## src/rtl/shfcp_pkg.sv

```systemverilog
// Package for the framed command parser: phase and status codes, protocol
// constants and the frame event record shared by the parser modules.
// Depends on nothing.
`timescale 1ns / 1ps

package shfcp_pkg;

   localparam logic [7:0] HDR_FIRST   = 8'hAA;
   localparam logic [7:0] HDR_SECOND  = 8'h55;
   localparam logic [7:0] FN_RUN      = 8'h01;
   localparam logic [7:0] FN_SPEED    = 8'h10;
   localparam logic [7:0] FN_GAIN     = 8'h11;
   localparam logic [7:0] LEN_SPEED   = 8'd8;
   localparam logic [7:0] LEN_GAIN    = 8'd12;

   localparam int MAX_PAYLOAD = 32;
   localparam int CMD_BYTES   = 12;
   localparam int CMD_IDX_W   = $clog2(CMD_BYTES);

   typedef logic [CMD_BYTES-1:0][7:0] cmd_bytes_type;

   typedef enum logic [2:0] {
      PH_HUNT1   = 3'd0,
      PH_HUNT2   = 3'd1,
      PH_FUNC    = 3'd2,
      PH_LEN     = 3'd3,
      PH_PAYLOAD = 3'd4,
      PH_SUM     = 3'd5
   } phase_type;

   typedef enum logic [1:0] {
      ST_APPLIED  = 2'd0,
      ST_IGNORED  = 2'd1,
      ST_BAD_SUM  = 2'd2,
      ST_TOO_LONG = 2'd3
   } status_type;

   typedef struct packed {
      logic       valid;
      logic       too_long;
      logic       sum_ok;
      logic [7:0] func;
      logic [7:0] len;
   } frame_event_type;

endpackage

```

## src/rtl/shfcp_framer.sv

```systemverilog
// Frame parser: header hunt, function and length capture, payload store and
// running checksum. Reports a frame event for each finished or aborted frame.
// Depends on shfcp_pkg.
`timescale 1ns / 1ps

module shfcp_framer
   import shfcp_pkg::*;
(
   input  logic            clock,
   input  logic            reset,
   input  logic            fire,
   input  logic [7:0]      rx_data,
   output frame_event_type frame_event,
   output cmd_bytes_type   cmd_bytes
);

   phase_type     phase_ff, phase_in;
   logic [7:0]    func_ff, func_in;
   logic [7:0]    len_ff, len_in;
   logic [7:0]    count_ff, count_in;
   logic [7:0]    sum_ff, sum_in;
   logic [7:0]    count_next;
   logic          store_en;
   cmd_bytes_type bytes_ff;

   assign count_next = count_ff + 8'd1;

   always_comb begin
      case (phase_ff)
         PH_HUNT2: begin
            if (rx_data == HDR_SECOND) begin
               phase_in = PH_FUNC;
            end else if (rx_data == HDR_FIRST) begin
               phase_in = PH_HUNT2;
            end else begin
               phase_in = PH_HUNT1;
            end
         end
         PH_FUNC: begin
            phase_in = PH_LEN;
         end
         PH_LEN: begin
            if (rx_data == 8'd0) begin
               phase_in = PH_SUM;
            end else if (rx_data > 8'(MAX_PAYLOAD)) begin
               phase_in = PH_HUNT1;
            end else begin
               phase_in = PH_PAYLOAD;
            end
         end
         PH_PAYLOAD: begin
            phase_in = (count_next >= len_ff) ? PH_SUM : PH_PAYLOAD;
         end
         PH_SUM: begin
            phase_in = PH_HUNT1;
         end
         default: begin
            phase_in = (rx_data == HDR_FIRST) ? PH_HUNT2 : PH_HUNT1;
         end
      endcase
   end

   always_comb begin
      func_in     = func_ff;
      len_in      = len_ff;
      count_in    = count_ff;
      sum_in      = sum_ff;
      store_en    = 1'b0;
      frame_event = '0;
      frame_event.func = func_ff;
      frame_event.len  = len_ff;
      case (phase_ff)
         PH_HUNT2: begin
            if (rx_data == HDR_SECOND) begin
               sum_in = 8'd0;
            end
         end
         PH_FUNC: begin
            func_in = rx_data;
            sum_in  = sum_ff + rx_data;
         end
         PH_LEN: begin
            len_in   = rx_data;
            sum_in   = sum_ff + rx_data;
            count_in = 8'd0;
            if (rx_data > 8'(MAX_PAYLOAD)) begin
               frame_event.valid    = 1'b1;
               frame_event.too_long = 1'b1;
               frame_event.len      = rx_data;
            end
         end
         PH_PAYLOAD: begin
            store_en = (count_ff < 8'(CMD_BYTES));
            count_in = count_next;
            sum_in   = sum_ff + rx_data;
         end
         PH_SUM: begin
            frame_event.valid  = 1'b1;
            frame_event.sum_ok = (sum_ff == rx_data);
         end
         default: begin
            frame_event.valid = 1'b0;
         end
      endcase
   end

   always_ff @(posedge clock) begin
      if (reset) begin
         phase_ff <= PH_HUNT1;
         func_ff  <= 8'd0;
         len_ff   <= 8'd0;
         count_ff <= 8'd0;
         sum_ff   <= 8'd0;
      end else if (fire) begin
         phase_ff <= phase_in;
         func_ff  <= func_in;
         len_ff   <= len_in;
         count_ff <= count_in;
         sum_ff   <= sum_in;
      end
   end

   always_ff @(posedge clock) begin
      if (fire && store_en) begin
         bytes_ff[count_ff[CMD_IDX_W-1:0]] <= rx_data;
      end
   end

   assign cmd_bytes = bytes_ff;

`ifndef NO_ASSERTIONS
   a_count_below_len: assert property (@(posedge clock) disable iff (reset)
      (phase_ff == PH_PAYLOAD) |-> (count_ff < len_ff))
      else $error("payload count reached the frame length while still in payload");

   a_sum_ends_frame: assert property (@(posedge clock) disable iff (reset)
      (fire && phase_ff == PH_SUM) |=> (phase_ff == PH_HUNT1))
      else $error("checksum byte did not return the parser to hunting");

   a_long_len_aborts: assert property (@(posedge clock) disable iff (reset)
      (phase_ff == PH_LEN && rx_data > 8'(MAX_PAYLOAD))
         |-> (frame_event.valid && frame_event.too_long))
      else $error("oversized length did not raise an abort event");
`endif

endmodule

```

## src/rtl/shfcp_cmd_regs.sv

```systemverilog
// Command decode and the run, speed and gain registers it updates.
// Turns a frame event into a status code. Depends on shfcp_pkg.
`timescale 1ns / 1ps

module shfcp_cmd_regs
   import shfcp_pkg::*;
(
   input  logic            clock,
   input  logic            reset,
   input  logic            fire,
   input  frame_event_type frame_event,
   input  cmd_bytes_type   cmd_bytes,
   output status_type      status,
   output logic [7:0]      run_flag,
   output logic [31:0]     speed_left_bits,
   output logic [31:0]     speed_right_bits,
   output logic [31:0]     gain_p_bits,
   output logic [31:0]     gain_i_bits,
   output logic [31:0]     gain_d_bits
);

   logic        good_frame;
   logic        do_run, do_speed, do_gain;
   logic [7:0]  run_ff;
   logic [31:0] speed_l_ff, speed_r_ff, gain_p_ff, gain_i_ff, gain_d_ff;
   logic [31:0] word0, word1, word2;

   assign word0 = {cmd_bytes[3], cmd_bytes[2], cmd_bytes[1], cmd_bytes[0]};
   assign word1 = {cmd_bytes[7], cmd_bytes[6], cmd_bytes[5], cmd_bytes[4]};
   assign word2 = {cmd_bytes[11], cmd_bytes[10], cmd_bytes[9], cmd_bytes[8]};

   assign good_frame = frame_event.valid && !frame_event.too_long && frame_event.sum_ok;
   assign do_run   = good_frame && frame_event.func == FN_RUN && frame_event.len != 8'd0;
   assign do_speed = good_frame && frame_event.func == FN_SPEED
                     && frame_event.len == LEN_SPEED;
   assign do_gain  = good_frame && frame_event.func == FN_GAIN
                     && frame_event.len == LEN_GAIN;

   always_comb begin
      if (frame_event.too_long) begin
         status = ST_TOO_LONG;
      end else if (!frame_event.sum_ok) begin
         status = ST_BAD_SUM;
      end else if (do_run || do_speed || do_gain) begin
         status = ST_APPLIED;
      end else begin
         status = ST_IGNORED;
      end
   end

   always_ff @(posedge clock) begin
      if (reset) begin
         run_ff     <= 8'd0;
         speed_l_ff <= 32'd0;
         speed_r_ff <= 32'd0;
         gain_p_ff  <= 32'd0;
         gain_i_ff  <= 32'd0;
         gain_d_ff  <= 32'd0;
      end else if (fire) begin
         if (do_run) begin
            run_ff <= cmd_bytes[0];
         end
         if (do_speed) begin
            speed_l_ff <= word0;
            speed_r_ff <= word1;
         end
         if (do_gain) begin
            gain_p_ff <= word0;
            gain_i_ff <= word1;
            gain_d_ff <= word2;
         end
      end
   end

   assign run_flag         = run_ff;
   assign speed_left_bits  = speed_l_ff;
   assign speed_right_bits = speed_r_ff;
   assign gain_p_bits      = gain_p_ff;
   assign gain_i_bits      = gain_i_ff;
   assign gain_d_bits      = gain_d_ff;

endmodule

```

## src/rtl/sync_header_frame_command_parser.sv

```systemverilog
// Top level of the framed command parser: request handshake, result register
// and the two parser stages. Depends on shfcp_pkg, shfcp_framer, shfcp_cmd_regs.
//
//   Channel   Direction  Payload                                   Handshake
//   req_      in         rx_data (8 bits)                          req_valid/req_ready
//   rsp_      out        status, func_code, run_flag, speed/gain   rsp_valid/rsp_ready
//
// One byte is taken per cycle while req_ready is high; a result shows in the cycle after the byte that ends a frame.
// The parser registers and the result register are the only stages.
// Reset returns the parser to header hunting and clears the run, speed and gain words.
// While a result waits and rsp_ready is low, req_ready is low and no byte is taken.
`timescale 1ns / 1ps

module sync_header_frame_command_parser
   import shfcp_pkg::*;
(
   input  logic        clock,
   input  logic        reset,
   input  logic        req_valid,
   output logic        req_ready,
   input  logic [7:0]  req_rx_data,
   output logic        rsp_valid,
   input  logic        rsp_ready,
   output logic [1:0]  rsp_status,
   output logic [7:0]  rsp_func_code,
   output logic [7:0]  rsp_run_flag,
   output logic [31:0] rsp_speed_left_bits,
   output logic [31:0] rsp_speed_right_bits,
   output logic [31:0] rsp_gain_p_bits,
   output logic [31:0] rsp_gain_i_bits,
   output logic [31:0] rsp_gain_d_bits
);

   logic            fire;
   frame_event_type frame_event;
   cmd_bytes_type   cmd_bytes;
   status_type      status;
   logic            rsp_valid_ff, rsp_valid_in;
   status_type      status_ff;
   logic [7:0]      func_ff;

   assign req_ready = !rsp_valid_ff || rsp_ready;
   assign fire      = req_valid && req_ready;

   shfcp_framer u_framer (
      .clock       (clock),
      .reset       (reset),
      .fire        (fire),
      .rx_data     (req_rx_data),
      .frame_event (frame_event),
      .cmd_bytes   (cmd_bytes)
   );

   shfcp_cmd_regs u_cmd_regs (
      .clock            (clock),
      .reset            (reset),
      .fire             (fire),
      .frame_event      (frame_event),
      .cmd_bytes        (cmd_bytes),
      .status           (status),
      .run_flag         (rsp_run_flag),
      .speed_left_bits  (rsp_speed_left_bits),
      .speed_right_bits (rsp_speed_right_bits),
      .gain_p_bits      (rsp_gain_p_bits),
      .gain_i_bits      (rsp_gain_i_bits),
      .gain_d_bits      (rsp_gain_d_bits)
   );

   always_comb begin
      if (fire && frame_event.valid) begin
         rsp_valid_in = 1'b1;
      end else if (rsp_ready) begin
         rsp_valid_in = 1'b0;
      end else begin
         rsp_valid_in = rsp_valid_ff;
      end
   end

   always_ff @(posedge clock) begin
      if (reset) begin
         rsp_valid_ff <= 1'b0;
      end else begin
         rsp_valid_ff <= rsp_valid_in;
      end
   end

   always_ff @(posedge clock) begin
      if (fire && frame_event.valid) begin
         status_ff <= status;
         func_ff   <= frame_event.func;
      end
   end

   assign rsp_valid     = rsp_valid_ff;
   assign rsp_status    = status_ff;
   assign rsp_func_code = func_ff;

endmodule

```

## config.mk

```make
export PLATFORM = sky130hd
export DESIGN_NAME = sync_header_frame_command_parser
export DESIGN_NICKNAME = d
export VERILOG_FILES = /design/src/rtl/shfcp_pkg.sv /design/src/rtl/shfcp_framer.sv /design/src/rtl/shfcp_cmd_regs.sv /design/src/rtl/sync_header_frame_command_parser.sv
export SDC_FILE = /design/constraint.sdc
export NUM_CORES = 1
export LEC_CHECK = 0
export BUFFER_PORTS_ARGS = -buffer_cell sky130_fd_sc_hd__clkbuf_2
export CORE_MARGIN = 3
export CORE_UTILIZATION = 57
export CTS_CLUSTER_SIZE = 28
export DETAILED_ROUTE_END_ITERATION = 12
export PLACE_DENSITY = 0.8
export SLEW_MARGIN = 20
export SYNTH_ARGS = -nofsm -noshare
export SYNTH_HDL_FRONTEND = slang
export SYNTH_HIERARCHICAL = 1
export SYNTH_SLANG_ARGS = --single-unit
```

## constraint.sdc

```tcl
create_clock -name clock -period 3.81 [get_ports clock]
set_input_delay 0.5715 -clock clock [delete_from_list [all_inputs] [get_ports clock]]
set_output_delay 0.5715 -clock clock [all_outputs]
set_load 0.01 [all_outputs]
```

# [Word level (Yosys, flattened, before mapping)]
# Index checks and enable logic that the tools add are counted.
[word_totals] ramBits=0 regBits=310 latchBits=0 wordCells=103 mem_bits_ro=0 out_inout_bits=180 inputBits=12 memories=0
[classes] n_addsub=2 multipliers=0 div=0 mux=23 bitwise_logic=1 eq_ne=14 n_lt_le_gt_ge=5 reduce_logical=31 n_shift=0
[op_table] operator="96-bit bitwise mux" count=1
[op_table] operator="8-bit demux with 4-bit select" count=1
[op_table] operator="8-bit two-way mux" count=4
[op_table] operator="8-bit one-hot mux with 2 select lines" count=2
[op_table] operator="8-bit by 4-bit equality test with 1-bit output (second input constant)" count=2
[op_table] operator="8-bit by 5-bit equality test with 1-bit output (second input constant)" count=2
[op_table] operator="3-bit one-hot mux with 5 select lines" count=1
[op_table] operator="1-bit logical AND" count=12
[op_table] operator="2-bit AND reduction" count=6
[op_table] operator="1-bit two-way mux" count=9
[op_table] operator="3-bit two-way mux" count=3
[op_table] operator="8-bit by 1-bit adder with 8-bit output (second input constant)" count=1
[op_table] operator="8-bit adder" count=1
[op_table] operator="8-bit by 1-bit equality test with 1-bit output (second input constant)" count=1
[op_table] operator="8-bit by 7-bit equality test with 1-bit output (second input constant)" count=1
[op_table] operator="8-bit equality test" count=1
[op_table] operator="8-bit equality test (second input constant)" count=1
[op_table] operator="8-bit >= comparator" count=1
[op_table] operator="8-bit by 6-bit > comparator with 1-bit output (second input constant)" count=1
[op_table] operator="8-bit zero test" count=1
[op_table] operator="8-bit by 4-bit < comparator with 1-bit output (second input constant)" count=1
[op_table] operator="8-bit nonzero test" count=1
[op_table] operator="3-bit by 2-bit equality test with 1-bit output (second input constant)" count=2
[op_table] operator="3-bit equality test (second input constant)" count=2
[op_table] operator="other kinds (13)" count=18

# [Depth between registers and ports, before layout]
[depth] word_depth=12 depth_mapped=14 mapped_depth_nobuf=11

# [Hierarchy]
# Netlist, hierarchy kept.
[by_module_without_submodules] module="shfcp_cmd_regs" area_per_inst_um2=7056.8 cells_per_inst=772 seq_area_each_um2=3363.2 instances=1
[by_module_without_submodules] module="shfcp_framer" area_per_inst_um2=5267.6 cells_per_inst=412 seq_area_each_um2=3583.4 instances=1
[by_module_without_submodules] module="sync_header_frame_command_parser" area_per_inst_um2=367.9 cells_per_inst=16 seq_area_each_um2=320.3 instances=1

# [Worst setup path after synthesis]
# No wires, ideal clock.
[synth_timing] path_type="input to register" start="in req_rx_data[6]" end="reg u_cmd_regs.speed_l_ff[0] (netlist: u_cmd_regs/speed_left_bits[0])" setup_slack_ns=0.285 path_buffers=4 setup_ns=0.072 t_arrival_ns=3.454 cell_stages=12 required_ns=3.738 path_cell_list="or4_1 -> o32a_1 -> o211ai_4 -> mux2_2 -> nor4_4 -> and4_1 -> buf_4 -> and3_1 -> buf_4 -> buf_8 -> buf_8 -> mux2i_1"
[synth_rtl] element="start, declared" line_no="sync_header_frame_command_parser.sv:21" text="input logic [7:0] req_rx_data,"
[synth_rtl] element="end signal, assigned" line_no="shfcp_cmd_regs.sv:64" text="speed_l_ff <= word0;"
[synth_rtl] element="end, declared" line_no="shfcp_cmd_regs.sv:25" text="logic [31:0] speed_l_ff, speed_r_ff, gain_p_ff, gain_i_ff, gain_d_ff;"

==> reports/qor.yml <==
sta:
  final_hold_viol_count: 0
  clock.fmax_ghz: 0.311
  rsz0062_at_grt: "no"
  finalSetupViolations: 0
  finalCritPeriodShare: 0.843
  fin_crit_ps: 3210
  tightest_slew_ps: 789
  slew_viol_final: 0
  fin_skew_ps: 8.88
  setup_tns_ps: 0
  max_slew_margin: 0.473
synthesis:
  syn_nets: 1233
  synth-async-reset-ratio: 0
  synth_edf_count: 106
  synth_top_area_cell: "dfxtp_1"
  synth_area_leaders: "dfxtp_1 32%, edfxtp_1 25%, nand2b_1 7.0%, mux2i_1 5.7%, a21oi_1 5.2%"
  yosys_warnings: 6
  synthFlopType: "dfxtp_1"
  synth_cells: 1200
  synth.avg_cell_area_um2: 10.6
  ys_seq_elements: 310
  synth_most_common_cell: "dfxtp_1"
  synth_top_area_frac: 0.322
  synth.cell_area_mm2: 0.0127
  ys_top_cells_by_count: "204 x dfxtp_1, 142 x nand2b_1, 132 x a21oi_1, 107 x o21ai_0, 106 x edfxtp_1"
  yosysSeqAreaShare: 0.573
  yosysUniqueCellTypes: 58
global_route:
  grt_antenna_before_repair: 0
  grt_max_degree: 98
  grt_pass1_wl_um: 51400
  overflow: 0
  grt_pass1_vias: 9591
  grt_use_total: 0.262
critical_path:
  critPathMaxFanout: 96
  slowest_stage: "nor2b_1"
  path_common_cell: "o21ai_0"
  end_kind: "register"
  cp_slowest_stage_delay_ps: 600
  startpoint_type: "register"
  path_cells: "nor2b_1 > o21ai_0 > o21ai_0 > and2_1 > nor4b_2 > nand4_1 > buf_12 > o21ai_0 > a21oi_1"
  reg2reg_to: "u_cmd_regs/gain_d_bits[23]"
  reg2reg_depth: 9
  reg2reg_slack_ps: 600
  crit_family: "simple AND/OR/NAND/NOR gates"
  critical_path_class: "register to register"
  cp.required_ps: 4240
  reg2reg_from: "u_framer/phase_ff[1]"
  arrival_ps: 3640
  crit_buf_inv: 1
placement:
  io_buffer_count: 191
  place.gp.congestion: 0.890
  dp_hpwl_um: 20500
  place_area_mm2: 0.0140
  dpl.cell_count: 1604
floorplanning:
  die_height_um: 155
  rows: 53
  top_level_ports: 192
  die_area_mm2: 0.0241
  die_w_um: 155
  core_area_mm2: 0.0214
  start_util: 0.593
routing:
  dr.pass1.iters: 5
  routed-via-count: 9875
  wl_per_cell_um: 19.6
  drtIter0Drc: 717
  vias_per_cell: 5.94
  drt-total-wl_um: 32500
  drc: 0
  drtAntennaViolNets: 0
power:
  power_density_mw_per_mm2: 437
  p_leak_nw: 5.59
  peakVddDrop_uv: 355
clock_tree:
  h-tree-depth: 1
  cts_tree: "built"
  numCtsBuffers: 31
  cts_resized: 0
  clk_latency_ps: 560
  cts.sinks: 310
  cts_buffer_depth: 3
  cts_setup_buffers: 0
  path_clk_slew_ps: 70
  cts-root-buf: "clkbuf_16"
  ctsHoldBuffers: 0
hold_path:
  min_to: "rsp_valid"
  min_path_type: "input pin to register"
  min_path_cells: 3
  min_from: "req_valid"
cells_and_area:
  diodes: 0
  fin_area_mm2: 0.0150
  fin_nets: 1395
  drive_gt1_frac: 0.218
  synthToLayoutAreaGrowth_pct: 18.2
  instances_no_fill: 1662
job:
  drv_cap: 0
run_status:
  outcome: "completed"
==> worst reg2reg max path, cell delays in order (launching register included) <==
cell and delay (ps):
dfxtp_1 510, nor2b_1 610, o21ai_0 220, o21ai_0 120
and2_1 220, nor4b_2 380, nand4_1 220, buf_12 230
o21ai_0 450, a21oi_1 110
==> sequential cells by signal (all words and copies together), names as in the netlist, 32 cells and up <==
signal and count:
u_cmd_regs/gain_d_bits 32, u_framer/cmd_bytes 96, u_cmd_regs/gain_p_bits 32, u_cmd_regs/speed_left_bits 32, u_cmd_regs/speed_right_bits 32, u_cmd_regs/gain_i_bits 32
==> worst max path at each step <==
| stage | startpoint | to | slack, ps | cells after the start |
|---|---|---|---|---|
| 6_report | u_framer/phase_ff[1] | u_cmd_regs/gain_d_bits[23] | 600 | 9 |
| 5_1_grt | u_framer/phase_ff[1] | u_cmd_regs/speed_left_bits[21] | 350 | 10 |
| 4_1_cts | u_framer/phase_ff[1] | u_cmd_regs/speed_left_bits[27] | 590 | 10 |
| 3_5_place_dp | req_rx_data[6] | u_cmd_regs/speed_right_bits[30] | 60 | 10 |
| 3_3_place_gp | req_rx_data[6] | u_cmd_regs/speed_right_bits[24] | 140 | 10 |
| 2_1_floorplan | req_rx_data[6] | u_cmd_regs/speed_left_bits[0] | 280 | 12 |
==> layout by cell type, fill, tap and decap left out, drive strengths merged, types with 6 or more instances in the layout <==
master | netlist | final
xnor2 | 9 | 9
or4 | 6 | 6
and2 | 8 | 8
nand4 | 100 | 100
ha | 20 | 20
and3 | 6 | 6
nand3 | 14 | 14
nor3 | 8 | 8
clkinv | 0 | 13
buf | 23 | 41
nor4 | 6 | 6
o21ai | 107 | 107
clkbuf | 79 | 227
nand2 | 49 | 49
nor2b | 7 | 7
mux2 | 7 | 7
edfxtp | 106 | 106
a21oi | 132 | 132
inv | 23 | 25
dfxtp | 204 | 204
nand2b | 143 | 143
mux2i | 72 | 72
nor2 | 29 | 29
==> area by class of cell <==
| type | count | area, um^2 |
|---|---|---|
| sequential | 310 | 7270 |
| clock buffer | 37 | 838 |
| fill | 1590 | 6420 |
| tap | 275 | 344 |
| clock inverter | 21 | 175 |
| multi-input combinational | 765 | 4900 |
| timing repair buffer | 231 | 1390 |
| inverter | 23 | 86.3 |
==> per-stage QoR <==
step | hold WS (ps) | setup slack (ps) | utilization | total power, W
floorplan | 431 | 285 | - | 0.00357
global placement | 444 | 143 | 0.653 | 0.00364
detailed placement | 446 | 63.7 | 0.653 | 0.00364
CTS | 293 | 594 | 0.700 | 0.00659
global route | 316 | 351 | 0.700 | 0.00673
finish | 309 | 597 | 0.700 | 0.00655
==> per-layer routing <==
metal,track usage,routed length [um],vias to the layer above
li1,-,-,4643
met1,0.350,13300,4732
met2,0.424,15600,408
met3,0.0562,2450,92
met4,0.0996,1230,0
met5,0,0,-
==> kinds of logic after synthesis <==
logic type	Yosys count	synth area share
simple gates	384	0.177
flops	310	0.573
compound gates	269	0.116
buf+inv	125	0.0423
mux	79	0.0630
fa+ha+maj	21	0.0213
xor+xnor	12	0.00828
==> where the power goes <==
part | switching, W | internal [W] | leakage (nW) | total [W]
Combinational | 0.000106 | 0.0000525 | 2.52 | 0.000159
Sequential | 0.000000126 | 0.00341 | 2.58 | 0.00341
Clock | 0.00127 | 0.00171 | 0.491 | 0.00298
Total | 0.00138 | 0.00517 | 5.59 | 0.00655
Note: power is estimated with default switching activity, not from simulation.
